$ cat src/rtl/core/psw_pkg.sv
// shared types, constants and packing helpers for the progress stall watchdog
package psw_pkg;

    localparam int FRAME_BITS = 32;
    // frame fields arrive 32 bits wide on the stream
    localparam int FRAME_W = (FRAME_BITS < 32) ? FRAME_BITS : 32;

    localparam int IN_TDATA_W  = 272;
    localparam int OUT_TDATA_W = 104;
    localparam int CFG_ADDR_W  = 3;
    localparam int CFG_DATA_W  = 16;
    localparam int TOL_W       = 10;

    localparam logic [TOL_W-1:0] MIN_TOLERANCE = TOL_W'(6);
    localparam logic [TOL_W-1:0] TOLERANCE_PAD = TOL_W'(2);

    localparam logic [15:0] STALL_TIMEOUT_RST = 16'd3000;
    localparam logic [15:0] CHURN_THRESH_RST  = 16'd8;
    localparam logic [15:0] COOLDOWN_RST      = 16'd5000;
    localparam logic [7:0]  DELAY_RST         = 8'd2;
    localparam logic [7:0]  PREDICT_RST       = 8'd0;

    typedef enum logic [CFG_ADDR_W-1:0] {
        CFG_STALL_TIMEOUT = 3'd0,
        CFG_CHURN_THRESH  = 3'd1,
        CFG_COOLDOWN      = 3'd2,
        CFG_DELAY         = 3'd3,
        CFG_PREDICT       = 3'd4
    } cfg_idx_t;

    typedef logic [FRAME_W-1:0] frame_t;

    typedef struct packed {
        logic [15:0] stall_timeout_ms;
        logic [15:0] churn_threshold;
        logic [15:0] cooldown_ms;
        logic [7:0]  delay_frames;
        logic [7:0]  prediction_frames;
    } cfg_t;

    typedef struct packed {
        logic        session_ok;
        logic        resync_idle;
        logic [7:0]  remote_peers;
        logic        is_host;
        logic [31:0] epoch;
        frame_t      local_frame;
        frame_t      confirmed_frame;
        frame_t      remote_current_frame;
        frame_t      remote_confirmed_frame;
        logic [31:0] stop_count;
        logic [31:0] rollback_count;
        logic [31:0] now_ms;
    } in_item_t;

    typedef struct packed {
        logic        request_resync;
        logic [31:0] stalled_ms;
        logic [31:0] stop_delta;
        logic [31:0] rollback_delta;
    } res_t;

    typedef struct packed {
        logic fire;
        logic cool_armed;
        logic baseline_valid;
    } core_status_t;

    function automatic in_item_t unpack_in(input logic [IN_TDATA_W-1:0] d);
        in_item_t it;
        logic [31:0] lf, cf, rcur, rconf;
        lf                        = d[74:43];
        cf                        = d[106:75];
        rcur                      = d[138:107];
        rconf                     = d[170:139];
        it.session_ok             = d[0];
        it.resync_idle            = d[1];
        it.remote_peers           = d[9:2];
        it.is_host                = d[10];
        it.epoch                  = d[42:11];
        it.local_frame            = frame_t'(lf);
        it.confirmed_frame        = frame_t'(cf);
        it.remote_current_frame   = frame_t'(rcur);
        it.remote_confirmed_frame = frame_t'(rconf);
        it.stop_count             = d[202:171];
        it.rollback_count         = d[234:203];
        it.now_ms                 = d[266:235];
        return it;
    endfunction

    function automatic logic [OUT_TDATA_W-1:0] pack_out(input res_t r);
        return {7'd0, r.rollback_delta, r.stop_delta, r.stalled_ms, r.request_resync};
    endfunction

endpackage

$ cat src/rtl/core/progress_stall_watchdog.sv
// top level of the progress stall watchdog: stream stages, config bank and core
// One status snapshot in, one result out, at a sustained rate of one transaction
// per clock while the output side does not stall. A snapshot is captured in an
// input register, evaluated combinationally against the baseline state and
// written to an output register, which presents the result; the baseline update
// in psw_core, made with each step, sets the rate. Stalls on the output side
// hold the output register and any snapshot in the input register, and
// deassert s_axis_tready once the input register is full. Configuration writes
// take effect at once and should be made only while no transaction is in flight.
module progress_stall_watchdog (
    input  logic                            clk,
    input  logic                            rst_n,
    input  logic                            s_axis_tvalid,
    output logic                            s_axis_tready,
    // session_ok, resync_idle, remote_peers[7:0], is_host, epoch[31:0],
    // local_frame[31:0], confirmed_frame[31:0], remote_current_frame[31:0],
    // remote_confirmed_frame[31:0], stop_count[31:0], rollback_count[31:0],
    // now_ms[31:0], zero pad
    input  logic [psw_pkg::IN_TDATA_W-1:0]  s_axis_tdata,
    output logic                            m_axis_tvalid,
    input  logic                            m_axis_tready,
    // request_resync, stalled_ms[31:0], stop_delta[31:0], rollback_delta[31:0],
    // zero pad
    output logic [psw_pkg::OUT_TDATA_W-1:0] m_axis_tdata,
    input  logic                            cfg_we,
    input  logic [psw_pkg::CFG_ADDR_W-1:0]  cfg_addr,
    input  logic [psw_pkg::CFG_DATA_W-1:0]  cfg_wdata
);

    logic                            in_vld_reg, in_vld_next;
    logic [psw_pkg::IN_TDATA_W-1:0]  in_data_reg;
    logic                            out_vld_reg, out_vld_next;
    logic [psw_pkg::OUT_TDATA_W-1:0] out_data_reg;
    logic                            step, in_take;
    psw_pkg::cfg_t                   cfg;
    psw_pkg::in_item_t               item;
    psw_pkg::res_t                   res;
    psw_pkg::core_status_t           status;

    psw_cfg_regs u_cfg (
        .clk       (clk),
        .rst_n     (rst_n),
        .cfg_we    (cfg_we),
        .cfg_addr  (cfg_addr),
        .cfg_wdata (cfg_wdata),
        .cfg       (cfg)
    );

    assign item = psw_pkg::unpack_in(in_data_reg);

    psw_core u_core (
        .clk    (clk),
        .rst_n  (rst_n),
        .step   (step),
        .item   (item),
        .cfg    (cfg),
        .res    (res),
        .status (status)
    );

    always_comb
    begin
        step          = in_vld_reg && (!out_vld_reg || m_axis_tready);
        s_axis_tready = !in_vld_reg || step;
        in_take       = s_axis_tvalid && s_axis_tready;
        in_vld_next   = in_take || (in_vld_reg && !step);
        out_vld_next  = step || (out_vld_reg && !m_axis_tready);
    end

    always_ff @(posedge clk or negedge rst_n)
    begin
        if (!rst_n)
        begin
            in_vld_reg  <= 1'b0;
            out_vld_reg <= 1'b0;
        end
        else
        begin
            in_vld_reg  <= in_vld_next;
            out_vld_reg <= out_vld_next;
        end
    end

    always_ff @(posedge clk)
    begin
        if (in_take)
            in_data_reg <= s_axis_tdata;
        if (step)
            out_data_reg <= psw_pkg::pack_out(res);
    end

    assign m_axis_tvalid = out_vld_reg;
    assign m_axis_tdata  = out_data_reg;

`ifndef SYNTHESIS
    // a request always re-arms the baseline and the cooldown
    a_fire_arms: assert property (@(posedge clk) disable iff (!rst_n)
        status.fire |=> (status.cool_armed && status.baseline_valid))
        else $error("request did not arm cooldown and baseline");

    // numbers are reported only alongside a request
    a_quiet_zero: assert property (@(posedge clk) disable iff (!rst_n)
        (m_axis_tvalid && !m_axis_tdata[0]) |-> (m_axis_tdata[96:1] == 96'd0))
        else $error("report fields set without a request");

    // a held snapshot is not lost while the output side stalls
    a_in_hold: assert property (@(posedge clk) disable iff (!rst_n)
        (in_vld_reg && !step) |=> (in_vld_reg && $stable(in_data_reg)))
        else $error("pending snapshot dropped");
`endif

endmodule

$ cat src/rtl/core/psw_cfg_regs.sv
// configuration register bank of the progress stall watchdog
module psw_cfg_regs (
    input  logic                           clk,
    input  logic                           rst_n,
    input  logic                           cfg_we,
    input  logic [psw_pkg::CFG_ADDR_W-1:0] cfg_addr,
    input  logic [psw_pkg::CFG_DATA_W-1:0] cfg_wdata,
    output psw_pkg::cfg_t                  cfg
);

    psw_pkg::cfg_t cfg_reg;

    always_ff @(posedge clk or negedge rst_n)
    begin
        if (!rst_n)
        begin
            cfg_reg.stall_timeout_ms  <= psw_pkg::STALL_TIMEOUT_RST;
            cfg_reg.churn_threshold   <= psw_pkg::CHURN_THRESH_RST;
            cfg_reg.cooldown_ms       <= psw_pkg::COOLDOWN_RST;
            cfg_reg.delay_frames      <= psw_pkg::DELAY_RST;
            cfg_reg.prediction_frames <= psw_pkg::PREDICT_RST;
        end
        else if (cfg_we)
        begin
            case (cfg_addr)
                psw_pkg::CFG_STALL_TIMEOUT: cfg_reg.stall_timeout_ms  <= cfg_wdata;
                psw_pkg::CFG_CHURN_THRESH:  cfg_reg.churn_threshold   <= cfg_wdata;
                psw_pkg::CFG_COOLDOWN:      cfg_reg.cooldown_ms       <= cfg_wdata;
                psw_pkg::CFG_DELAY:         cfg_reg.delay_frames      <= cfg_wdata[7:0];
                psw_pkg::CFG_PREDICT:       cfg_reg.prediction_frames <= cfg_wdata[7:0];
                default: ;
            endcase
        end
    end

    assign cfg = cfg_reg;

endmodule

$ cat src/rtl/core/psw_core.sv
// baseline state and combinational stall decision
module psw_core (
    input  logic                  clk,
    input  logic                  rst_n,
    input  logic                  step,
    input  psw_pkg::in_item_t     item,
    input  psw_pkg::cfg_t         cfg,
    output psw_pkg::res_t         res,
    output psw_pkg::core_status_t status
);

    logic                 base_valid_reg, base_valid_next;
    logic                 cool_armed_reg, cool_armed_next;
    logic [31:0]          base_epoch_reg, base_epoch_next;
    psw_pkg::frame_t      base_lf_reg, base_lf_next;
    psw_pkg::frame_t      base_cf_reg, base_cf_next;
    logic [31:0]          base_stop_reg, base_stop_next;
    logic [31:0]          base_rb_reg, base_rb_next;
    logic [31:0]          last_prog_reg, last_prog_next;
    logic [31:0]          cool_until_reg, cool_until_next;

    logic                          ineligible, rearm, host_ok, in_cooldown;
    logic                          below_time, fire_req, fire, take;
    logic [psw_pkg::TOL_W-1:0]     tol_sum, tol;
    psw_pkg::frame_t               cur_lag, conf_lag;
    logic [31:0]                   cool_diff, stalled, sd, rd, churn;

    always_comb
    begin
        ineligible = !item.session_ok || !item.resync_idle || (item.remote_peers == 8'd0);
        rearm = !base_valid_reg || (base_epoch_reg != item.epoch)
              || (item.local_frame > base_lf_reg)
              || (item.confirmed_frame > base_cf_reg)
              || ((item.confirmed_frame >= item.local_frame)
                  && (item.remote_confirmed_frame >= item.confirmed_frame));

        tol_sum = psw_pkg::TOL_W'(cfg.delay_frames) + psw_pkg::TOL_W'(cfg.prediction_frames)
                + psw_pkg::TOLERANCE_PAD;
        tol = (tol_sum < psw_pkg::MIN_TOLERANCE) ? psw_pkg::MIN_TOLERANCE : tol_sum;
        cur_lag = (item.local_frame > item.remote_current_frame)
                ? item.local_frame - item.remote_current_frame : '0;
        conf_lag = (item.confirmed_frame > item.remote_confirmed_frame)
                 ? item.confirmed_frame - item.remote_confirmed_frame : '0;
        host_ok = item.is_host && (cur_lag <= psw_pkg::FRAME_W'(tol))
                && (conf_lag <= psw_pkg::FRAME_W'(tol));

        // wrap-safe: deadline still ahead when the signed difference is negative
        cool_diff   = item.now_ms - cool_until_reg;
        in_cooldown = cool_armed_reg && cool_diff[31];

        stalled    = item.now_ms - last_prog_reg;
        sd         = item.stop_count - base_stop_reg;
        rd         = item.rollback_count - base_rb_reg;
        churn      = (sd > rd) ? sd : rd;
        below_time = stalled[31] || (stalled < 32'(cfg.stall_timeout_ms));
        fire_req   = !(below_time && (churn < 32'(cfg.churn_threshold)));

        fire = !ineligible && !rearm && !host_ok && !in_cooldown && fire_req;
        take = !ineligible && (rearm || host_ok || fire);

        base_valid_next = base_valid_reg;
        cool_armed_next = cool_armed_reg;
        base_epoch_next = base_epoch_reg;
        base_lf_next    = base_lf_reg;
        base_cf_next    = base_cf_reg;
        base_stop_next  = base_stop_reg;
        base_rb_next    = base_rb_reg;
        last_prog_next  = last_prog_reg;
        cool_until_next = cool_until_reg;

        if (step)
        begin
            if (ineligible)
            begin
                base_valid_next = 1'b0;
                cool_armed_next = 1'b0;
            end
            else
            begin
                // outside a rearm or host pass, an elapsed cooldown is dropped so a clock wrap cannot revive it
                if (!rearm && !host_ok && cool_armed_reg && !cool_diff[31])
                    cool_armed_next = 1'b0;
                if (take)
                begin
                    base_valid_next = 1'b1;
                    base_epoch_next = item.epoch;
                    base_lf_next    = item.local_frame;
                    base_cf_next    = item.confirmed_frame;
                    base_stop_next  = item.stop_count;
                    base_rb_next    = item.rollback_count;
                    last_prog_next  = item.now_ms;
                end
                if (fire)
                begin
                    cool_armed_next = 1'b1;
                    cool_until_next = item.now_ms + 32'(cfg.cooldown_ms);
                end
            end
        end

        res.request_resync = fire;
        res.stalled_ms     = fire ? stalled : '0;
        res.stop_delta     = fire ? sd : '0;
        res.rollback_delta = fire ? rd : '0;

        status.fire           = step && fire;
        status.cool_armed     = cool_armed_reg;
        status.baseline_valid = base_valid_reg;
    end

    always_ff @(posedge clk or negedge rst_n)
    begin
        if (!rst_n)
        begin
            base_valid_reg <= 1'b0;
            cool_armed_reg <= 1'b0;
        end
        else
        begin
            base_valid_reg <= base_valid_next;
            cool_armed_reg <= cool_armed_next;
        end
    end

    always_ff @(posedge clk)
    begin
        base_epoch_reg <= base_epoch_next;
        base_lf_reg    <= base_lf_next;
        base_cf_reg    <= base_cf_next;
        base_stop_reg  <= base_stop_next;
        base_rb_reg    <= base_rb_next;
        last_prog_reg  <= last_prog_next;
        cool_until_reg <= cool_until_next;
    end

endmodule
$ cat config.mk
export PLATFORM = sky130hd
export DESIGN_NAME = progress_stall_watchdog
export DESIGN_NICKNAME = d
export VERILOG_FILES = /design/src/rtl/core/psw_pkg.sv /design/src/rtl/core/progress_stall_watchdog.sv /design/src/rtl/core/psw_cfg_regs.sv /design/src/rtl/core/psw_core.sv
export SDC_FILE = /design/constraint.sdc
export NUM_CORES = 1
export LEC_CHECK = 0
export ABC_AREA = 1
export BUFFER_PORTS_ARGS = -buffer_cell sky130_fd_sc_hd__buf_2
export CAP_MARGIN = 40
export CORE_MARGIN = 10
export CORE_UTILIZATION = 45
export DETAILED_ROUTE_END_ITERATION = 6
export GPL_ROUTABILITY_DRIVEN = 0
export PLACE_DENSITY = 0.65
export SYNTH_ARGS = -nofsm -noshare
export SYNTH_HDL_FRONTEND = slang
export SYNTH_SLANG_ARGS = --single-unit
$ cat constraint.sdc
create_clock -name clk -period 28.6 [get_ports clk]
set_clock_uncertainty 0.1 [all_clocks]
set_input_delay 1.43 -clock clk [delete_from_list [all_inputs] [get_ports clk]]
set_output_delay 1.43 -clock clk [all_outputs]
set_load 0.03 [all_outputs]
[Word-level counts from Yosys, hierarchy flattened]
Cells that the tools add are included.
Storage, ports and cells
  flip-flop bits (word level): 656
  input port bits: 296
  output and inout port bits: 106
Operators by class
  add/subtract/negate cells: 9
  magnitude comparators: 12
  equal/unequal tests: 5
  mux-type cells: 9
  bitwise operators: 1
  reduce and logical (&&, ||, !) cells: 56
Operator list (number)
  $sub A32 B32 Y32: 6
  $gt A32 B32 Y1: 5
  $mux W32: 3
  $ge A32 B32 Y1: 2
  $le A32 B10 Y1: 2
  $lt A32 B16 Y1: 2
  $add A32 B16 Y32: 1
  $ne A32 B32 Y1: 1
  $logic_and A1 B1 Y1: 17
  $reduce_and A2 Y1: 7
  $logic_not A1 Y1: 13
  $logic_or A1 B1 Y1: 13
  $add A10 B2 Y10 const B: 1
  $lt A10 B3 Y1 const B: 1
  $mux W10: 1
  $add A8 B8 Y9: 1
  $logic_not A8 Y1: 1
  $eq A3 B2 Y1 const B: 2
  $reduce_and A3 Y1: 2
  $mux W1: 5
  $eq A3 B1 Y1 const B: 1
  $eq A3 B3 Y1 const B: 1
  $logic_not A3 Y1: 1
  $reduce_bool A3 Y1: 1
  2 further kinds: 2

[Longest topological paths before layout]
Gate-level depths: netlist of run 1.
  depth after elaboration: 15
  gate-level depth with buffers: 44
  mapped depth without buffers: 43

[Modules after synthesis]
A second synthesis of run 1 with hierarchy kept.
Unflattened totals
  cell total of the unflattened synthesis: 4003
  area, all modules: 38617.0 sq um
By module, submodules not included
  psw_core: instances 1, cells each 3332, area each 24922.7 sq um
  progress_stall_watchdog: instances 1, cells each 384, area each 11081.9 sq um
  psw_cfg_regs: instances 1, cells each 287, area each 2612.5 sq um

[Least setup slack after synthesis of run 1]
OpenSTA, ideal clock, no wires.
  path type: reg2reg
  start point: register in_data_reg[173] (netlist bit)
  end point: register u_core.base_cf_reg[0] (enable)
  library setup time: 748 ps
  arrival: 13181 ps
  setup slack: 14571 ps
  cell stages (with the launch flop): 41
  path buffers: 2
  clock period less this slack: 14029 ps
  path through: edfxtp_1 > ha_1 > nand2_1 > nand2_1 > nand2_1 > nand2_1 > nand2_1 > nand3_1 > nand2_1 > nand2_1 > a21boi_1 > o21bai_1 > a21oi_1 > xor2_1 > inv_1 > ha_1 > nand4_1 > nor4_1 > [... 5 more ...] > nand2_1 > nand2_2 > inv_1 > clkbuf_1 > clkbuf_1 > o21ai_0 > ha_1 > nand2_1 > nor2_1 > a211oi_1 > o221a_2 > nand3_1 > nor2_1 > nand2_1 > nand2_1 > nand2_1 > nand2_1 > nor2_1
Between the ends
  longest elaborated chain between the ends: 10
RTL lines
  from (decl): line progress_stall_watchdog.sv:31  | logic [psw_pkg::IN_TDATA_W-1:0] in_data_reg;
  from (signal assigned): line progress_stall_watchdog.sv:87  | in_data_reg <= s_axis_tdata;
  $sub A32 B32 Y32 (*): line psw_core.sv:52  | sd = item.stop_count - base_stop_reg;
  named net u_core.sd[31]: line psw_core.sv:26  | logic [31:0] cool_diff, stalled, sd, rd, churn;
  $gt A32 B32 Y1: line psw_core.sv:54  | churn = (sd > rd) ? sd : rd;
  $mux W32 (*): line psw_core.sv:54
  $lt A32 B16 Y1 (*): line psw_core.sv:56  | fire_req = !(below_time && (churn < 32'(cfg.churn_threshold)));
  $logic_and A1 B1 Y1 (*): line psw_core.sv:56
  $logic_not A1 Y1 (*): line psw_core.sv:56
  $logic_and A1 B1 Y1 (*): line psw_core.sv:58  | fire = !ineligible && !rearm && !host_ok && !in_cooldown && fire_req;
  $logic_or A1 B1 Y1 (*): line psw_core.sv:59  | take = !ineligible && (rearm || host_ok || fire);
  $logic_and A1 B1 Y1 (*): line psw_core.sv:59
  $reduce_and A3 Y1 (no line) (*)
  to (signal assigned): line psw_core.sv:129  | base_cf_reg <= base_cf_next;
  to (decl): line psw_core.sv:16  | psw_pkg::frame_t base_cf_reg, base_cf_next;
The timed path passes the listed nets; every way through them passes the cells marked *.
A chain may end at the register's enable or synchronous reset.

[Final worst setup path of run 1]
  start point: register in_data_reg[183] (netlist bit)
  end point: register u_core.base_epoch_reg[31] (enable)
Between the ends
  longest elaborated chain between the ends: 10
RTL lines
  $sub A32 B32 Y32 (*): line psw_core.sv:52
  named net u_core.sd[31]: line psw_core.sv:26
  $gt A32 B32 Y1: line psw_core.sv:54
  $mux W32 (*): line psw_core.sv:54
  $lt A32 B16 Y1 (*): line psw_core.sv:56
  $logic_and A1 B1 Y1 (*): line psw_core.sv:56
  $logic_not A1 Y1 (*): line psw_core.sv:56
  $logic_and A1 B1 Y1 (*): line psw_core.sv:58
  $logic_or A1 B1 Y1 (*): line psw_core.sv:59
  $logic_and A1 B1 Y1 (*): line psw_core.sv:59
  $reduce_and A3 Y1 (no line) (*)
  to (signal assigned): line psw_core.sv:127  | base_epoch_reg <= base_epoch_next;
  to (decl): line psw_core.sv:14  | logic [31:0] base_epoch_reg, base_epoch_next;
Marked as above.

==> out/summary.txt, run 1 <==
proportion of layout cells with a drive suffix above 1: 13.1%
Initial Utilization: 45.6%
Clk pin slew, worst setup/hold paths: 0.06 ns
die extent in x: 309 um
Longest Clk Path Bufs: 3
CP required: 28.76 ns
Final period util: 28.7%
Mapped Avg Cell Area: 9.79 um2
largest stage delay on the critical path: 0.68 ns
worst hold path cell count: 0
vias in the first global route: 27721
layout filler cell count: 7471
Largest register FFs: 267
CTS tree: yes
Final Critical Period: 8.20 ns
Post-synth EDFFs: 588
Setup crit start kind: register
fraction of registers with async set/reset: 10.4%
area of the multi-input gates: 15700 um2
list of most frequent post-synthesis cells: inv_1 (644), nand2_1 (638), edfxtp_1 (588)
max-slew violations: 0
routed via count: 27965
Final Instance Area: 43600 um2
sequential share of the synthesized area: 51.5%
GR Util All Layers: 20.3%
vias per cell: 5.15
cell area after synthesis: 37600 um2
predominant post-synthesis flop cell: edfxtp_1
largest net degree at the start of global routing: 153
# DRC: 0
Arr. time, crit path: 8.36 ns
Chip Height: 309 um
area of the core: 82500 um2
pwr dens: 63.5 nW/um2
slowest CP cell: buf_4
CTS Buf Count: 77
register area: 19400 um2
initial drt markers: 1971
global-route wire length before repair: 151 mm
Leakage Power: 0.0200 uW
area leader, netlist: edfxtp_1
cell row count: 105
Placed Area: 41000 um2
Hold Path Class: register to register
Post-Route WL: 97.8 mm
Critical Path End Type: register
clock sinks: 656
cts repair resizes: 0
Synth area leaders: edfxtp_1 (47%), ha_1 (13%), inv_1 (6.4%), nand2_1 (6.4%), a21oi_1 (4.0%)
RSZ-0062 raised after global routing: false
Setup violations, final: 0
CTS Hold Bufs: 0
number of synthesis warnings: 0
Synth cell types: 54
P&R area growth vs syn: 16.1%
die area: 95500 um2
Post-CTS Setup Bufs: 0
Setup CP Type: register to register
Hold Violations, Final: 0
R2R depth: 34
status: completed
CP dominant cell by count: nand2_1
Max VDD drop: 62.4 uV
Clk Latency, worst-skew pair: 0.65 ns
H-tree depth: 3
DPL Wire Length: 77.1 mm
top fanout value on the critical path: 53
routed len/inst: 18.0 um
Final ANT Viol Nets: 0
Rel. slew slack: 37.2%
register bit total from synthesis: 656
top-level I/O count: 402
Detailed Routing Iterations Pass 1: 6
initial antenna violation count: 9
max_cap viols: 0
worst-margin pin slew: 0.942 ns
IO buf count: 389
Net count, final: 4986
setup_tns: 0 ns
Fmax: 122 MHz
Synth top area share: 47.0%
root buf cell: clkbuf_16
synthesized netlist cell count: 3838
overflow left after global routing: 0
count leader, synth: inv_1
[layout make-up]
class | count | area share, %
sequential | 656 | 44.4
multi-input combinational | 2508 | 35.9
inverter | 647 | 5.59
timing repair buffer | 404 | 5.07
clock buffer | 104 | 5.03
tap | 1070 | 3.07
clock inverter | 37 | 0.972
antenna | 1 | 0.00573
[metrics by stage]
step	util, %	total power (uW)	hold WS (ns)	cells	worst slack, ns
floorplan	-	1600	0.326	3844	14.57
finish	52.9	2770	0.350	5427	20.40
detailed placement	49.7	1780	0.335	5285	20.41
global route	52.9	2920	0.362	5427	19.55
CTS	52.9	2800	0.350	5426	20.36
global placement	49.5	1760	0.332	5276	19.80
[critical path: cells and delay by family, from the launching register on]
| family | cells | cell delay (ns) |
|---|---|---|
| AO/OA/AOI/OAI | 8 | 1.82 |
| XOR/XNOR | 1 | 0.27 |
| adder cells (fa/ha/maj) | 3 | 1.08 |
| AND/OR/NAND/NOR | 18 | 2.32 |
| flip-flops | 1 | 0.40 |
| buffers and inverters | 4 | 1.77 |
[per-layer routing]
metal	global-route usage (%)	share of wire [%]	up-vias
met5	0	0.078	-
met4	7.37	3.3	12
met3	4.12	6.1	162
met2	33.2	46	741
met1	26.3	44	13024
li1	-	-	14026
[cell families (layout without fill, tap and decap cells)]
| family | count (synthesis) | count (layout) | share of synthesized area, % |
|---|---|---|---|
| other cells | 1 | 8 | 0.00998 |
| xor+xnor | 179 | 179 | 4.17 |
| compound gates | 650 | 650 | 9.74 |
| simple gates | 1276 | 1276 | 14.3 |
| fa+ha+maj | 396 | 396 | 13.3 |
| buf+inv | 680 | 1192 | 6.94 |
| flops | 656 | 656 | 51.5 |
[power breakdown]
part / internal (uW) / switching, uW / total, uW / leakage, uW
combinational: 216 / 381 / 597 / 0.0123
sequential: 1120 / 41.5 / 1160 / 0.00638
clock: 606 / 404 / 1010 / 0.00126
total: 1940 / 826 / 2770 / 0.0200
[path summary, 6_finish.rpt]
| check | from | end | slack [ns] |
|---|---|---|---|
| min | in_data_reg[26]$_DFFE_PP_ | u_core.base_epoch_reg[15]$_DFFE_PP_ | 0.35 |
| max | in_data_reg[183]$_DFFE_PP_ | u_core.base_epoch_reg[31]$_DFFE_PP_ | 20.40 |
| min reg2reg | in_data_reg[26]$_DFFE_PP_ | u_core.base_epoch_reg[15]$_DFFE_PP_ | 0.35 |
| max in group asynchronous | rst_n | u_cfg.cfg[9]$_DFFE_PN1P_ | 27.27 |
| min in group asynchronous | rst_n | u_cfg.cfg[62]$_DFFE_PN0P_ | 0.52 |
| max reg2reg | in_data_reg[183]$_DFFE_PP_ | u_core.base_epoch_reg[31]$_DFFE_PP_ | 20.40 |
[placed cells by master (no fill, tap or decap), drive strengths merged, types with 9 or more instances in the layout]
master,synthesis,layout
dfrtp,54,54
ha,389,389
or2,16,16
nand4,63,63
o221ai,10,10
nand3,128,128
a21o,19,19
nor3,47,47
xnor2,72,72
xor2,107,107
edfxtp,588,588
a21boi,12,12
o211ai,9,9
a211oi,18,18
nor4,28,28
a31oi,18,18
o21bai,21,21
o21a,12,12
dfstp,14,14
clkinv,0,15
inv,647,656
nor2,332,332
o21ai,205,205
buf,17,404
clkbuf,16,104
nand2,640,640
a21oi,298,298
(Power assumes the default switching activity.)
==> inputs of run 2 (changes only) <==
==> constraint.sdc (replaced) <==
create_clock -name clk -period 7.7 [get_ports clk]
set_clock_uncertainty 0.1 [all_clocks]
set_input_delay 0.385 -clock clk [delete_from_list [all_inputs] [get_ports clk]]
set_output_delay 0.385 -clock clk [all_outputs]
set_load 0.03 [all_outputs]
==> run 2 against run 1 <==
Maximum frequency is 20% higher; highest routed layer unchanged; clock-buffer cell count fell by 5; critical path depth fell by 1; power grew to 3.8 times the previous value; final cell count rose by 5.1%; sequential power rose to 3.7 times the previous value; combinational power grew to 4.0 times the previous value; global-route usage up 1.3 points.
==> out/summary.txt, run 2 (same netlist as run 1, synthesis figures left out) <==
Fmax: 147 MHz (+20%)
Final Core Density: 56.5% (+3.6 points)
Setup CP Type: register to register
largest net degree at the start of global routing: 167 (+9.2%)
Rel. slew slack: 27.0% (-10 points)
DPL Wire Length: 77.8 mm (+1.0%)
sequential share of power: 41.6% (-0.4 points)
vias per cell: 5.15 (about the same)
die extent in x: 309 um (unchanged)
routed via count: 29367 (+5.0%)
Setup crit start kind: register
Hold Path Class: primary input to register
most frequent cells in the layout: inv_1 (641), nand2_1 (634), edfxtp_1 (588), buf_2 (388), ha_1 (369)
status: completed
pre-CTS WS: 0.951 ns (-19.45 ns)
Chip Height: 309 um (unchanged)
Hold Violations, Final: 0 (unchanged)
Clk pwr share: 35.5% (-1.0 points)
pwr dens: 223 nW/um2 (+250%)
clock sinks: 656 (unchanged)
cell row count: 105 (unchanged)
GR Util All Layers: 21.6% (+1.3 points)
Clk pin slew, worst setup/hold paths: 0.06 ns (about the same)
fin worst setup slack: 0.885 ns (-19.51 ns)
Leakage Power: 0.0211 uW (+5.7%)
Final period util: 88.5% (+60 points)
reg2reg end: u_core.base_cf_reg[26]$_DFFE_PP_
CTS Buf Count: 77 (unchanged)
routing usage on met2: 37.1% (+3.9 points)
root buf cell: clkbuf_16
area of the core: 82500 um2 (unchanged)
Post-Route WL: 104 mm (+6.3%)
overflow left after global routing: 0 (unchanged)
commonest non-fill, non-tap cell in the layout: inv_1
Clk Latency, worst-skew pair: 0.64 ns (about the same)
routed len/inst: 18.2 um (+1.2%)
global-route met3 utilization: 3.86% (-0.26 points)
cts repair resizes: 0 (unchanged)
worst-margin pin slew: 1.10 ns (+0.153 ns)
RSZ-0062 raised after global routing: false
initial drt markers: 2287 (+16%)
cell depth of the worst setup path: 33 (-2.9%)
Initial Utilization: 45.6% (unchanged)
max_cap viols: 0 (unchanged)
CP Buf/Inv Count: 3 (-1)
initial antenna violation count: 11 (+2)
Max VDD drop: 226 uV (+260%)
Detailed Routing Iterations Pass 1: 5 (-1)
Layout Cells excl Fill: 5704 (+5.1%)
Setup violations, final: 0 (unchanged)
global-route wire length before repair: 162 mm (+7.1%)
max-slew violations: 0 (unchanged)
placed cells: 5285 (unchanged)
Final Critical Period: 6.82 ns (-1.39 ns)
Reg-to-Reg Start: in_data_reg[181]$_DFFE_PP_
vias in the first global route: 29899 (+7.9%)
Worst Setup EP: u_core.base_cf_reg[26]$_DFFE_PP_
P&R area growth vs syn: 24.0%
Logic pwr share: 22.9% (+1.4 points)
Net count, final: 5260 (+5.5%)
die area: 95500 um2 (unchanged)
Sw Share: 30.4% (+0.55 points)
top-level I/O count: 402 (unchanged)
cell family with most CP delay: simple AND/OR/NAND/NOR gates
Final ANT Viol Nets: 0 (unchanged)
largest stage delay on the critical path: 0.44 ns (-0.24 ns)
Largest register FFs: 267 (unchanged)
proportion of layout cells with a drive suffix above 1: 13.3% (+0.17 points)
# DRC: 0 (unchanged)
CTS tree: yes
critical path launch point: in_data_reg[181]$_DFFE_PP_
Critical Path End Type: register
slowest CP cell: edfxtp_1
M1 GR Usage: 27.0% (+0.66 points)
CP dominant cell by count: nand2_1
Reg2Reg Setup Slack: 0.88 ns (-19.51 ns)
IO buf count: 389 (unchanged)
Longest Clk Path Bufs: 3 (unchanged)
P_sw: 3160 uW (+280%)
CP required: 7.88 ns (-20.88 ns)
Arr. time, crit path: 6.99 ns (-1.37 ns)
H-tree depth: 3 (unchanged)
R2R depth: 33 (-2.9%)
Most Used Layer, Global Route: met2
top fanout value on the critical path: 65 (+23%)
Int Pwr: 7240 uW (+270%)
## run 2: cell type report
class / instances / area [um2]
Sequential cell: 656 / 19400
Clock inverter: 44 / 393
Timing Repair Buffer: 678 / 4930
Inverter: 647 / 2440
Tap cell: 1070 / 1340
Fill cell: 7162 / 35900
Clock buffer: 99 / 2180
Multi-Input combinational cell: 2508 / 16000
Antenna cell: 2 / 5.00
## run 2: repair_timing
item / in CTS / in global routing
hold endpoints to repair: 330 / 0
endpoints found under the setup margin: 0 / 0
hold buffers: 274 / 0
setup buffers: 0 / 0
## run 2: how the worst min path moves through the flow
stage                     depth (start not counted)                  startpoint                                end
final                                             3               cfg_wdata[13]          u_cfg.cfg[45]$_DFFE_PN0P_
after global routing                              3               cfg_wdata[13]          u_cfg.cfg[45]$_DFFE_PN0P_
after CTS                                         3               cfg_wdata[13]          u_cfg.cfg[45]$_DFFE_PN0P_
after detailed placement                          1                       rst_n          u_cfg.cfg[58]$_DFFE_PN0P_
after global placement                            0  in_data_reg[171]$_DFFE_PP_  u_core.base_stop_reg[0]$_DFFE_PP_
after floorplan                                   0                       rst_n               in_vld_reg$_DFF_PN0_
## run 2: worst reg2reg max path, delay by kind of cell (launching register included)
family,cells,cell delay [ns]
AO/OA/AOI/OAI,8,1.63
XOR/XNOR,1,0.29
adder cells (fa/ha/maj),3,0.92
buffers and inverters,3,0.77
flip-flops,1,0.44
AND/OR/NAND/NOR,18,2.28
## run 2: per-stage QoR
stage          cell area (um2)  hold WS [ns]  power, uW  TNS [ns]
2_1_floorplan            38000       -0.0106       5990   -102.06
3_3_place_gp             41200         0.330       6570         0
3_5_place_dp             41300         0.129       6630         0
4_1_cts                  46600        0.0159      10500         0
5_1_grt                  46600        0.0421      11000         0
6_report                 46600        0.0523      10400         0
## run 2: power groups by stage
stage               sequential (uW)  clock [uW]  combinational [uW]
finish                         4320        3700                2380
global route                   4350        3910                2700
CTS                            4330        3780                2370
detailed placement             4400           0                2240
global placement               4390           0                2180
floorplan                      4430           0                1560
## run 2: metal layers
layer	part of all wire, %	routed length [um]
met2	48	50000
met1	43	44600
met3	5.5	5690
met4	3.4	3550
met5	0.10	105
